[src/rtl/ascd_pkg.sv]
// ----------------------------------------------------------------------------
// ascd_pkg
// Shared types and constants of the audio section change detector.
// ----------------------------------------------------------------------------
package ascd_pkg;

	localparam int unsigned HISTORY_DEPTH_DEF = 16;

	// -80 dB in Q8.8, ring entries at or below it do not count
	localparam logic signed [15:0] FLOOR_DB = -16'sd20480;

	// APB register map
	localparam int unsigned ADDR_W = 5;
	localparam logic [2:0] REG_INTERVAL = 3'd0;
	localparam logic [2:0] REG_COOLDOWN = 3'd1;
	localparam logic [2:0] REG_JRATIO   = 3'd2;
	localparam logic [2:0] REG_LOW_DB   = 3'd3;
	localparam logic [2:0] REG_HIGH_DB  = 3'd4;

	localparam logic [31:0] INTERVAL_RST = 32'd2000000;
	localparam logic [31:0] COOLDOWN_RST = 32'd8000000;
	localparam logic [15:0] JRATIO_RST   = 16'd77;
	localparam logic [15:0] LOW_DB_RST   = 16'hE200; // -7680
	localparam logic [15:0] HIGH_DB_RST  = 16'hF400; // -3072

	typedef enum logic [2:0] {
		KIND_NONE   = 3'd0,
		KIND_INTRO  = 3'd1,
		KIND_VERSE  = 3'd2,
		KIND_CHORUS = 3'd3,
		KIND_BRIDGE = 3'd4,
		KIND_OUTRO  = 3'd5
	} kind_t;

	typedef enum logic [3:0] {
		ST_IDLE,
		ST_SUM,
		ST_DRAIN,
		ST_MUL_CL,
		ST_DIFF,
		ST_MUL_JR,
		ST_DECIDE,
		ST_SM_MUL,
		ST_SM_ADD,
		ST_OUT
	} ascd_state_t;

	typedef enum logic [1:0] {
		SM_LEVEL,
		SM_CENT,
		SM_CORR
	} sm_sel_t;

endpackage

[src/rtl/ascd_if.sv]
// ----------------------------------------------------------------------------
// ascd_if
// Valid/ready channels of the detector: frame in, result out.
// ----------------------------------------------------------------------------
interface ascd_frame_if;
	logic               valid;
	logic               ready;
	logic signed [15:0] rms_db;
	logic signed [15:0] correlation;
	logic        [15:0] centroid_hz;
	logic        [31:0] song_time_ms;
	logic        [47:0] stamp_us;

	modport source (output valid, rms_db, correlation, centroid_hz, song_time_ms, stamp_us,
		input ready);
	modport sink (input valid, rms_db, correlation, centroid_hz, song_time_ms, stamp_us,
		output ready);
endinterface

interface ascd_result_if;
	logic               valid;
	logic               ready;
	logic               analysed;
	logic               transition;
	logic        [2:0]  section_kind;
	logic        [2:0]  prior_kind;
	logic        [31:0] section_start_ms;
	logic signed [15:0] mean_level_db;
	logic        [15:0] mean_centroid_hz;
	logic signed [15:0] mean_correlation;

	modport source (output valid, analysed, transition, section_kind, prior_kind,
		section_start_ms, mean_level_db, mean_centroid_hz, mean_correlation,
		input ready);
	modport sink (input valid, analysed, transition, section_kind, prior_kind,
		section_start_ms, mean_level_db, mean_centroid_hz, mean_correlation,
		output ready);
endinterface

[src/rtl/ascd_ring.sv]
// ----------------------------------------------------------------------------
// ascd_ring
// Level history memory: one write port, one read port, registered read data.
// ----------------------------------------------------------------------------
module ascd_ring import ascd_pkg::*; #(
	parameter int unsigned DEPTH = HISTORY_DEPTH_DEF,
	localparam int unsigned IDX_W = $clog2(DEPTH)
) (
	input  logic                    clk,
	input  logic                    we,
	input  logic [IDX_W-1:0]        waddr,
	input  logic signed [15:0]      wdata,
	input  logic [IDX_W-1:0]        raddr,
	output logic signed [15:0]      rdata_q
);

	logic signed [15:0] mem [DEPTH];

	always_ff @(posedge clk) begin
		if (we) begin
			mem[waddr] <= wdata;
		end
		rdata_q <= mem[raddr];
	end

endmodule

[src/rtl/ascd_mac.sv]
// ----------------------------------------------------------------------------
// ascd_mac
// Shared signed multiplier with registered product.
// ----------------------------------------------------------------------------
module ascd_mac import ascd_pkg::*; #(
	parameter int unsigned A_W = 21,
	parameter int unsigned B_W = 18
) (
	input  logic                      clk,
	input  logic signed [A_W-1:0]     a,
	input  logic signed [B_W-1:0]     b,
	output logic signed [A_W+B_W-1:0] prod_q
);

	always_ff @(posedge clk) begin
		prod_q <= (A_W+B_W)'(a) * (A_W+B_W)'(b);
	end

endmodule

[src/rtl/audio_section_change_detector.sv]
// ----------------------------------------------------------------------------
// audio_section_change_detector
// Tracks loudness frames, detects section changes by relative level jumps
// and classifies each new section; smooths section means otherwise.
// ----------------------------------------------------------------------------
//
//  port      dir   kind         transfer
//  frame     in    valid/ready  one loudness frame
//  result    out   valid/ready  one result per frame, skid-free output reg
//  psel..    in    APB          config write/read, 5 regs at 4*i
//
//  Flow: one frame at a time. A throttled frame goes straight to the
//  output register. An analysed frame walks the level ring (one read per
//  cycle from the ring memory, up to the fill level), then runs the jump
//  test (MUL_CL, DIFF, MUL_JR, DECIDE) and, without a transition, smooths
//  level, centroid and correlation in turn on the shared multiplier.
//  Reset is asynchronous; ring contents need no clearing since only written
//  slots are ever read. A stalled result holds; the next frame is accepted
//  once the sequencer is back in idle.
// ----------------------------------------------------------------------------
module audio_section_change_detector import ascd_pkg::*; #(
	parameter int unsigned HISTORY_DEPTH = HISTORY_DEPTH_DEF
) (
	input  logic              clk,
	input  logic              arst_n,
	ascd_frame_if.sink        frame,
	ascd_result_if.source     result,
	input  logic              psel,
	input  logic              penable,
	input  logic              pwrite,
	input  logic [ADDR_W-1:0] paddr,
	input  logic [31:0]       pwdata,
	output logic [31:0]       prdata,
	output logic              pready
);

	localparam int unsigned IDX_W = $clog2(HISTORY_DEPTH);
	localparam int unsigned CNT_W = $clog2(HISTORY_DEPTH + 1);
	localparam int unsigned SUM_W = IDX_W + 17;   // ring sum, signed
	localparam int unsigned B_W   = 18;
	localparam int unsigned P_W   = SUM_W + B_W;
	localparam int unsigned CMP_W = SUM_W + 9;

	localparam logic signed [CMP_W-1:0] K_FLOOR75 = CMP_W'(19200);
	localparam logic signed [CMP_W-1:0] K_HUNDRED = CMP_W'(100);

	// ---------------- configuration registers ----------------
	logic [31:0] interval_q, cooldown_q;
	logic [15:0] jratio_q;
	logic signed [15:0] low_q, high_q;
	logic        cfg_wr;

	assign pready = 1'b1;
	assign cfg_wr = psel & penable & pwrite;

	always_ff @(posedge clk or negedge arst_n) begin
		if (!arst_n) begin
			interval_q <= INTERVAL_RST;
			cooldown_q <= COOLDOWN_RST;
			jratio_q   <= JRATIO_RST;
			low_q      <= LOW_DB_RST;
			high_q     <= HIGH_DB_RST;
		end else if (cfg_wr) begin
			case (paddr[4:2])
				REG_INTERVAL: interval_q <= pwdata;
				REG_COOLDOWN: cooldown_q <= pwdata;
				REG_JRATIO:   jratio_q   <= pwdata[15:0];
				REG_LOW_DB:   low_q      <= pwdata[15:0];
				REG_HIGH_DB:  high_q     <= pwdata[15:0];
				default: ;
			endcase
		end
	end

	always_comb begin
		case (paddr[4:2])
			REG_INTERVAL: prdata = interval_q;
			REG_COOLDOWN: prdata = cooldown_q;
			REG_JRATIO:   prdata = {16'd0, jratio_q};
			REG_LOW_DB:   prdata = {16'd0, low_q};
			REG_HIGH_DB:  prdata = {16'd0, high_q};
			default:      prdata = 32'd0;
		endcase
	end

	// ---------------- detector state ----------------
	ascd_state_t state_q, state_d;
	sm_sel_t     sm_q;

	logic [IDX_W-1:0] pos_q;
	logic [CNT_W-1:0] fill_q;
	logic [47:0]      last_an_q, last_tr_q;
	kind_t            cur_kind_q, prev_kind_q;
	logic [31:0]      cur_start_q;
	logic signed [15:0] cur_level_q, cur_corr_q;
	logic [15:0]      cur_cen_q;

	// latched frame and working registers
	logic signed [15:0] fr_lvl_q, fr_corr_q;
	logic [15:0]        fr_cen_q;
	logic [31:0]        fr_ms_q;
	logic [47:0]        fr_stamp_q;
	logic               an_q, tr_q;
	logic [IDX_W-1:0]   rd_idx_q;
	logic               rd_vld_q;
	logic signed [SUM_W-1:0] sum_q;
	logic [CNT_W-1:0]   cnt_q;
	logic [SUM_W:0]     diff_q;
	logic signed [SUM_W-1:0] den_q;
	logic               pre_ok_q;

	// output register
	logic               out_valid_q;
	logic               out_an_q, out_tr_q;
	kind_t              out_kind_q, out_prior_q;
	logic [31:0]        out_start_q;
	logic signed [15:0] out_level_q, out_corr_q;
	logic [15:0]        out_cen_q;

	// ---------------- ring and shared multiplier ----------------
	logic               ring_we;
	logic signed [15:0] ring_rd;
	logic signed [SUM_W-1:0] mac_a;
	logic signed [B_W-1:0]   mac_b;
	logic signed [P_W-1:0]   prod_q;

	ascd_ring #(.DEPTH(HISTORY_DEPTH)) u_ring (
		.clk     (clk),
		.we      (ring_we),
		.waddr   (pos_q),
		.wdata   (frame.rms_db),
		.raddr   (rd_idx_q),
		.rdata_q (ring_rd)
	);

	ascd_mac #(.A_W(SUM_W), .B_W(B_W)) u_mac (
		.clk    (clk),
		.a      (mac_a),
		.b      (mac_b),
		.prod_q (prod_q)
	);

	// ---------------- combinational helpers ----------------
	logic [47:0] since_an, since_tr;
	logic        an_now, cool_ok, jump, trans_now, last_rd, acc_hit, out_free;

	assign since_an = frame.stamp_us - last_an_q;
	assign an_now   = since_an >= 48'(interval_q);
	assign since_tr = fr_stamp_q - last_tr_q;
	assign cool_ok  = since_tr >= 48'(cooldown_q);
	assign jump     = pre_ok_q && ((P_W'(diff_q) << 8) > $unsigned(prod_q));
	assign trans_now = jump && cool_ok;
	assign last_rd  = CNT_W'(rd_idx_q) == (fill_q - CNT_W'(1));
	assign acc_hit  = rd_vld_q && (ring_rd > FLOOR_DB);
	assign out_free = !out_valid_q || result.ready;

	// jump test terms: mean = sum/cnt, all compared by cross multiplication
	logic signed [SUM_W:0]   dv;
	logic signed [CMP_W-1:0] s_x, c_x, abs_s, c256, den_x;
	logic                    floor_ok, small_ok;

	always_comb begin
		dv       = (SUM_W+1)'($signed(prod_q[SUM_W-1:0])) - (SUM_W+1)'(sum_q);
		s_x      = CMP_W'(sum_q);
		c_x      = CMP_W'($signed({1'b0, cnt_q}));
		abs_s    = (s_x < 0) ? -s_x : s_x;
		c256     = c_x <<< 8;
		floor_ok = (s_x + c_x * K_FLOOR75) >= 0;     // mean >= -75 dB
		small_ok = (abs_s * K_HUNDRED) > c256;       // |mean| > 0.01 dB
		den_x    = (abs_s < c256) ? c256 : abs_s;    // max(|mean|, 1 dB) * cnt
	end

	// section classification of the frame that starts a new section
	logic signed [16:0] lvl17, lo17, hi17;
	kind_t              new_kind;

	always_comb begin
		lvl17 = 17'(fr_lvl_q);
		lo17  = 17'(low_q);
		hi17  = 17'(high_q);
		if (fr_ms_q < 32'd10000 && lvl17 < lo17 + 17'sd1280) begin
			new_kind = KIND_INTRO;
		end else if (lvl17 > hi17) begin
			new_kind = KIND_CHORUS;
		end else if (lvl17 < lo17) begin
			new_kind = (fr_ms_q > 32'd90000 && fill_q >= CNT_W'(3)) ? KIND_OUTRO : KIND_BRIDGE;
		end else begin
			new_kind = KIND_VERSE;
		end
	end

	// smoothing: m' = (256*m + 77*(x - m) + 128) >>> 8
	logic signed [17:0] sm_m, sm_x;
	logic signed [27:0] sm_acc;
	logic signed [15:0] sm_new;

	always_comb begin
		case (sm_q)
			SM_LEVEL: begin
				sm_m = 18'(cur_level_q);
				sm_x = 18'(fr_lvl_q);
			end
			SM_CENT: begin
				sm_m = {2'b00, cur_cen_q};
				sm_x = {2'b00, fr_cen_q};
			end
			SM_CORR: begin
				sm_m = 18'(cur_corr_q);
				sm_x = 18'(fr_corr_q);
			end
			default: begin
				sm_m = '0;
				sm_x = '0;
			end
		endcase
		sm_acc = (28'(sm_m) <<< 8) + 28'(prod_q) + 28'sd128;
		sm_new = sm_acc[23:8];
	end

	// ---------------- sequencer ----------------
	always_ff @(posedge clk or negedge arst_n) begin
		if (!arst_n) begin
			state_q <= ST_IDLE;
		end else begin
			state_q <= state_d;
		end
	end

	always_comb begin
		state_d     = state_q;
		frame.ready = 1'b0;
		ring_we     = 1'b0;
		mac_a       = '0;
		mac_b       = '0;
		case (state_q)
			ST_IDLE: begin
				frame.ready = 1'b1;
				if (frame.valid) begin
					ring_we = an_now;
					state_d = an_now ? ST_SUM : ST_OUT;
				end
			end
			ST_SUM: begin
				if (last_rd) begin
					state_d = ST_DRAIN;
				end
			end
			ST_DRAIN: state_d = ST_MUL_CL;
			ST_MUL_CL: begin
				mac_a   = SUM_W'($signed({1'b0, cnt_q}));
				mac_b   = B_W'(fr_lvl_q);
				state_d = ST_DIFF;
			end
			ST_DIFF: state_d = ST_MUL_JR;
			ST_MUL_JR: begin
				mac_a   = den_q;
				mac_b   = $signed({2'b00, jratio_q});
				state_d = ST_DECIDE;
			end
			ST_DECIDE: state_d = trans_now ? ST_OUT : ST_SM_MUL;
			ST_SM_MUL: begin
				mac_a   = SUM_W'(sm_x - sm_m);
				mac_b   = B_W'(77);
				state_d = ST_SM_ADD;
			end
			ST_SM_ADD: state_d = (sm_q == SM_CORR) ? ST_OUT : ST_SM_MUL;
			ST_OUT: begin
				if (out_free) begin
					state_d = ST_IDLE;
				end
			end
			default: state_d = ST_IDLE;
		endcase
	end

	// architectural state and control flags
	always_ff @(posedge clk or negedge arst_n) begin
		if (!arst_n) begin
			pos_q       <= '0;
			fill_q      <= '0;
			last_an_q   <= '0;
			last_tr_q   <= '0;
			cur_kind_q  <= KIND_NONE;
			prev_kind_q <= KIND_NONE;
			cur_start_q <= '0;
			cur_level_q <= '0;
			cur_cen_q   <= '0;
			cur_corr_q  <= '0;
			rd_vld_q    <= 1'b0;
			out_valid_q <= 1'b0;
		end else begin
			// load wins over the drain of the previous result
			if (state_q == ST_OUT && out_free) begin
				out_valid_q <= 1'b1;
			end else if (result.ready) begin
				out_valid_q <= 1'b0;
			end
			case (state_q)
				ST_IDLE: begin
					rd_vld_q <= 1'b0;
					if (frame.valid && an_now) begin
						last_an_q <= frame.stamp_us;
						pos_q     <= (pos_q == IDX_W'(HISTORY_DEPTH - 1)) ? '0 : pos_q + 1'b1;
						if (fill_q != CNT_W'(HISTORY_DEPTH)) begin
							fill_q <= fill_q + 1'b1;
						end
					end
				end
				ST_SUM:   rd_vld_q <= 1'b1;
				ST_DRAIN: rd_vld_q <= 1'b0;
				ST_DECIDE: begin
					if (trans_now) begin
						last_tr_q   <= fr_stamp_q;
						prev_kind_q <= cur_kind_q;
						cur_kind_q  <= new_kind;
						cur_start_q <= fr_ms_q;
						cur_level_q <= fr_lvl_q;
						cur_cen_q   <= fr_cen_q;
						cur_corr_q  <= fr_corr_q;
					end
				end
				ST_SM_ADD: begin
					case (sm_q)
						SM_LEVEL: cur_level_q <= sm_new;
						SM_CENT: begin
							if (fr_cen_q != '0) begin
								cur_cen_q <= sm_new;
							end
						end
						SM_CORR:  cur_corr_q <= sm_new;
						default: ;
					endcase
				end
				default: ;
			endcase
		end
	end

	// working registers
	always_ff @(posedge clk) begin
		case (state_q)
			ST_IDLE: begin
				fr_lvl_q   <= frame.rms_db;
				fr_corr_q  <= frame.correlation;
				fr_cen_q   <= frame.centroid_hz;
				fr_ms_q    <= frame.song_time_ms;
				fr_stamp_q <= frame.stamp_us;
				an_q       <= an_now;
				tr_q       <= 1'b0;
				rd_idx_q   <= '0;
				sum_q      <= '0;
				cnt_q      <= '0;
			end
			ST_SUM, ST_DRAIN: begin
				if (state_q == ST_SUM) begin
					rd_idx_q <= rd_idx_q + 1'b1;
				end
				if (acc_hit) begin
					sum_q <= sum_q + SUM_W'(ring_rd);
					cnt_q <= cnt_q + 1'b1;
				end
			end
			ST_DIFF: begin
				diff_q   <= (dv < 0) ? $unsigned(-dv) : $unsigned(dv);
				den_q    <= den_x[SUM_W-1:0];
				pre_ok_q <= (fill_q >= CNT_W'(2)) && (cnt_q != '0) && floor_ok && small_ok;
			end
			ST_DECIDE: begin
				tr_q <= trans_now;
				sm_q <= SM_LEVEL;
			end
			ST_SM_ADD: begin
				case (sm_q)
					SM_LEVEL: sm_q <= SM_CENT;
					SM_CENT:  sm_q <= SM_CORR;
					default:  sm_q <= SM_LEVEL;
				endcase
			end
			ST_OUT: begin
				if (out_free) begin
					out_an_q    <= an_q;
					out_tr_q    <= tr_q;
					out_kind_q  <= cur_kind_q;
					out_prior_q <= prev_kind_q;
					out_start_q <= cur_start_q;
					out_level_q <= cur_level_q;
					out_cen_q   <= cur_cen_q;
					out_corr_q  <= cur_corr_q;
				end
			end
			default: ;
		endcase
	end

	assign result.valid            = out_valid_q;
	assign result.analysed         = out_an_q;
	assign result.transition       = out_tr_q;
	assign result.section_kind     = out_kind_q;
	assign result.prior_kind       = out_prior_q;
	assign result.section_start_ms = out_start_q;
	assign result.mean_level_db    = out_level_q;
	assign result.mean_centroid_hz = out_cen_q;
	assign result.mean_correlation = out_corr_q;

endmodule
[src/flat_wrapper.sv]
// flat-port wrapper written by rule: the top's interface ports become plain ports
module audio_section_change_detector_flat import ascd_pkg::*;
#(
	parameter int unsigned HISTORY_DEPTH = HISTORY_DEPTH_DEF
)
  (clk, arst_n, psel, penable, pwrite, paddr, pwdata, prdata, pready, frame_valid, frame_rms_db, frame_correlation, frame_centroid_hz, frame_song_time_ms, frame_stamp_us, frame_ready, result_valid, result_analysed, result_transition, result_section_kind, result_prior_kind, result_section_start_ms, result_mean_level_db, result_mean_centroid_hz, result_mean_correlation, result_ready);
  ascd_frame_if frame_i ();
  ascd_result_if result_i ();
  input  logic clk;
  input  logic arst_n;
  input  logic psel;
  input  logic penable;
  input  logic pwrite;
  input  logic [ADDR_W-1:0] paddr;
  input  logic [31:0] pwdata;
  output logic [31:0] prdata;
  output logic pready;
  input wire logic [$bits(frame_i.valid)-1:0] frame_valid;
  input wire logic [$bits(frame_i.rms_db)-1:0] frame_rms_db;
  input wire logic [$bits(frame_i.correlation)-1:0] frame_correlation;
  input wire logic [$bits(frame_i.centroid_hz)-1:0] frame_centroid_hz;
  input wire logic [$bits(frame_i.song_time_ms)-1:0] frame_song_time_ms;
  input wire logic [$bits(frame_i.stamp_us)-1:0] frame_stamp_us;
  output wire logic [$bits(frame_i.ready)-1:0] frame_ready;
  output wire logic [$bits(result_i.valid)-1:0] result_valid;
  output wire logic [$bits(result_i.analysed)-1:0] result_analysed;
  output wire logic [$bits(result_i.transition)-1:0] result_transition;
  output wire logic [$bits(result_i.section_kind)-1:0] result_section_kind;
  output wire logic [$bits(result_i.prior_kind)-1:0] result_prior_kind;
  output wire logic [$bits(result_i.section_start_ms)-1:0] result_section_start_ms;
  output wire logic [$bits(result_i.mean_level_db)-1:0] result_mean_level_db;
  output wire logic [$bits(result_i.mean_centroid_hz)-1:0] result_mean_centroid_hz;
  output wire logic [$bits(result_i.mean_correlation)-1:0] result_mean_correlation;
  input wire logic [$bits(result_i.ready)-1:0] result_ready;
  assign frame_i.valid = frame_valid;
  assign frame_i.rms_db = frame_rms_db;
  assign frame_i.correlation = frame_correlation;
  assign frame_i.centroid_hz = frame_centroid_hz;
  assign frame_i.song_time_ms = frame_song_time_ms;
  assign frame_i.stamp_us = frame_stamp_us;
  assign frame_ready = frame_i.ready;
  assign result_valid = result_i.valid;
  assign result_analysed = result_i.analysed;
  assign result_transition = result_i.transition;
  assign result_section_kind = result_i.section_kind;
  assign result_prior_kind = result_i.prior_kind;
  assign result_section_start_ms = result_i.section_start_ms;
  assign result_mean_level_db = result_i.mean_level_db;
  assign result_mean_centroid_hz = result_i.mean_centroid_hz;
  assign result_mean_correlation = result_i.mean_correlation;
  assign result_i.ready = result_ready;
  audio_section_change_detector #(.HISTORY_DEPTH(HISTORY_DEPTH)) u_core (.clk(clk), .arst_n(arst_n), .frame(frame_i), .result(result_i), .psel(psel), .penable(penable), .pwrite(pwrite), .paddr(paddr), .pwdata(pwdata), .prdata(prdata), .pready(pready));
endmodule
[config.mk]
export PLATFORM = sky130hd
export DESIGN_NAME = audio_section_change_detector_flat
export DESIGN_NICKNAME = d
export VERILOG_FILES = /design/src/rtl/ascd_pkg.sv /design/src/rtl/ascd_if.sv /design/src/rtl/ascd_ring.sv /design/src/rtl/ascd_mac.sv /design/src/rtl/audio_section_change_detector.sv /design/src/flat_wrapper.sv
export SDC_FILE = /design/constraint.sdc
export NUM_CORES = 2
export LEC_CHECK = 0
export BUFFER_PORTS_ARGS = -buffer_cell sky130_fd_sc_hd__buf_2
export CAP_MARGIN = 20
export CORE_MARGIN = 2
export CORE_UTILIZATION = 45
export DETAILED_ROUTE_END_ITERATION = 10
export SYNTH_ARGS = -nofsm -noshare
export SYNTH_HDL_FRONTEND = slang
export SYNTH_SLANG_ARGS = --single-unit
[constraint.sdc]
create_clock -name clk -period 33.5 [get_ports clk]
set_clock_uncertainty 0.05 [all_clocks]
set_input_delay 6.7 -clock clk [delete_from_list [all_inputs] [get_ports clk]]
set_output_delay 6.7 -clock clk [all_outputs]
set_load 0.01 [all_outputs]
==> flow_summary.toml <==
[setup_path]
cp-start-kind = "input port"
reg2reg_slack_ps = 22030
critical-path-max-stage-delay_ps = 490
ff2ff_path_depth = 38
worstPathArrival_ps = 8640
endpoint_kind = "output pin"
cp.required_ps = 26750
crit_fanout = 23
cp_slowest_cell = "buf_2"
crit_type = "in2out"
cp_cell_sequence = "buf_2 > nor2b_1 > buf_4 > nor2b_1 > buf_4 > a22o_1 > buf_2"

[cts]
insertion_delay_ps = 760
root_buffer = "clkbuf_16"
ctsLongestPathBuffers = 3
cts_made_buffers = 99
cts.sinks = 914
clk_pin_slew_worst_paths_ps = 60
cts_resized = 0
ctsHoldBuffers = 0
post_cts_buffers = 0
cts_tree = "yes"
htreeDepth = 3

[yosys]
synth_edf_count = 550
synth_top_cell_by_area = "edfxtp_1"
synth_seq_area_share = 0.390
synth_area_leaders = "edfxtp_1, fa_1, dfrtp_1, ha_1, inv_1"
synthCells = 6160
ys_warn_count = 0
netlist_area_mm2 = 0.0651
ys_ff_latch = 914
synthFlopType = "edfxtp_1"
syn_avg_cell_area_um2 = 10.6
synthArstFlopShare = 0.338
synth_top_area_frac = 0.254
ys_types = 101

[layout]
final_nets = 7543
layout_commonest_cell = "inv_1"
drive_above_1_share = 0.130
layout_common_cells = "inv_1, nand2_1, edfxtp_1, ha_1, fa_1"
layoutNonFillerInstCount = 8436
syn_to_final_growth_pct = 11.0

[global_routing]
grt_remaining_overflow = 0
grt_max_degree = 79
grt_usage = 0.254
grt_pass1_wl_mm = 285
antenna_found_initial = 12
grt_pass1_vias = 46800

[drt]
drtIter0Drc = 4042
vias = 47100
wl_per_cell_um = 22.1
routed_wl_mm = 187
dr.pass1.iters = 9
drc = 4
via_per_inst = 5.58
route.antenna.remaining_nets = 0

[sta]
fmax_mhz = 65.0
slew_viol_final = 0
fin_crit_ps = 15390
worst_pin_slew_ps = 1140
rsz0062_at_grt = "false"
period_share = 0.459
maxSlewHeadroom = 0.235
finalSetupTns_ps = 0
setup_violations = 0
hold_violations = 0

[floorplan]
io_pins = 295
dieArea_mm2 = 0.148
start_util = 0.453
die_w_um = 384
rows = 139
fp.coreArea_mm2 = 0.144
die_height_um = 384

[pwr]
powerDensity_mw_per_mm2 = 110
max-vdd-ir-drop_mv = 0.122
cellLeakagePower_nw = 31.3

[placed_design]
gp_congestion = 0.947
hpwl_mm = 145
io_buffers = 291
dp_cells = 8243

[worst_hold_path]
worstHoldPathType = "reg2reg"
whs_path_depth = 0

[run_status]
status = "finished, violations left"
violations = "design-rule violations"

[flow_run]
maxCapViolCount = 0
[logic make-up (layout without fill, tap and decap cells)]
group | count (synthesis) | in the layout | synth area share
compound gates | 1171 | 1171 | 0.115
fa+ha+maj | 930 | 930 | 0.226
other cells | 2 | 36 | 0.000115
mux | 317 | 317 | 0.0673
buf+inv | 1140 | 1479 | 0.0668
simple gates | 1434 | 1434 | 0.102
xor+xnor | 252 | 252 | 0.0339
flops | 914 | 914 | 0.390
[cells in the mapped netlist (16+ instances only)]
master / number
or2_2: 16
mux2_1: 18
a21oi_1: 311
o21ai_0: 317
a22o_1: 37
dfxtp_1: 55
mux2i_1: 69
fa_1: 409
ha_1: 521
dfstp_2: 27
a21o_1: 86
o21bai_1: 29
nor2_1: 355
and2_1: 37
nand2_1: 563
a31oi_1: 29
or3_1: 20
a211oi_1: 29
o22ai_1: 24
nor3_1: 78
clkbuf_1: 165
xnor2_1: 172
nor2b_1: 47
inv_1: 919
buf_2: 30
xor2_1: 80
nand4_1: 83
o211ai_1: 21
o21a_1: 50
dfrtp_1: 282
nand2b_1: 51
mux2_2: 150
nor4_1: 39
nand3_1: 61
a22oi_1: 55
mux4_2: 80
buf_1: 18
and3_1: 27
edfxtp_1: 550
o31ai_1: 23
[worst paths after layout]
check / startpoint / to
setup / recovery: paddr[2] / prdata[16]
hold / removal: u_core.cur_start_q[28] / u_core.result.section_start_ms[28]
min in group asynchronous: arst_n / u_core.last_tr_q[9]
hold reg to reg: u_core.cur_start_q[28] / u_core.result.section_start_ms[28]
setup reg to reg: u_core.sm_q[1] / u_core.u_mac.prod_q[38]
max in group asynchronous: arst_n / u_core.result.valid
[flip-flops by register name, indices dropped and copies added (netlist names), 21 cells and up]
signal / flops
u_core.u_ring.mem: 256
u_core.fr_stamp_q: 48
u_core.last_an_q: 48
u_core.last_tr_q: 48
u_core.u_mac.prod_q: 39
u_core.cooldown_q: 32
u_core.cur_start_q: 32
u_core.fr_ms_q: 32
u_core.interval_q: 32
u_core.result.section_start_ms: 32
u_core.diff_q: 22
u_core.den_q: 21
u_core.sum_q: 21
[per-layer routing]
metal,GRT usage,share of wire,vias to the layer above
met2,0.404,0.46,1415
li1,-,-,21800
met3,0.0380,0.059,260
met1,0.359,0.45,23600
met5,0,0.00018,-
met4,0.0799,0.030,8
[worst max-delay path: cells and delay by family]
family | cells | cell delay, ps
simple gates | 2 | 420
buf+inv | 4 | 1210
compound gates | 1 | 280
[where the power goes]
part / internal (W) / switching (W)
combinational: 0.00205 / 0.00307
clock: 0.000637 / 0.000484
sequential: 0.00151 / 0.000219
[metrics by stage]
step,total power (W),worst slack [ps],area (um2),util,hold slack (ps)
after floorplan,0.00545,13510,65300,-,350
after global placement,0.00676,18150,68900,0.480,376
after detailed placement,0.00682,18160,68900,0.480,379
after CTS,0.00798,18150,72300,0.503,393
after global routing,0.00871,18000,72300,0.503,399
final,0.00797,18110,72300,0.503,393
[area by class of cell]
cell class                 instances  area, um2
sequential                       914      25400
clock inverter                    53        576
tap                             1903       2380
timing repair buffer             372       2070
inverter                         919       3450
fill                           13200      71400
multi-input combinational       4135      35600
antenna                            5       12.5
clock buffer                     135       2790
No activity file was read; power rests on OpenSTA's default activity.
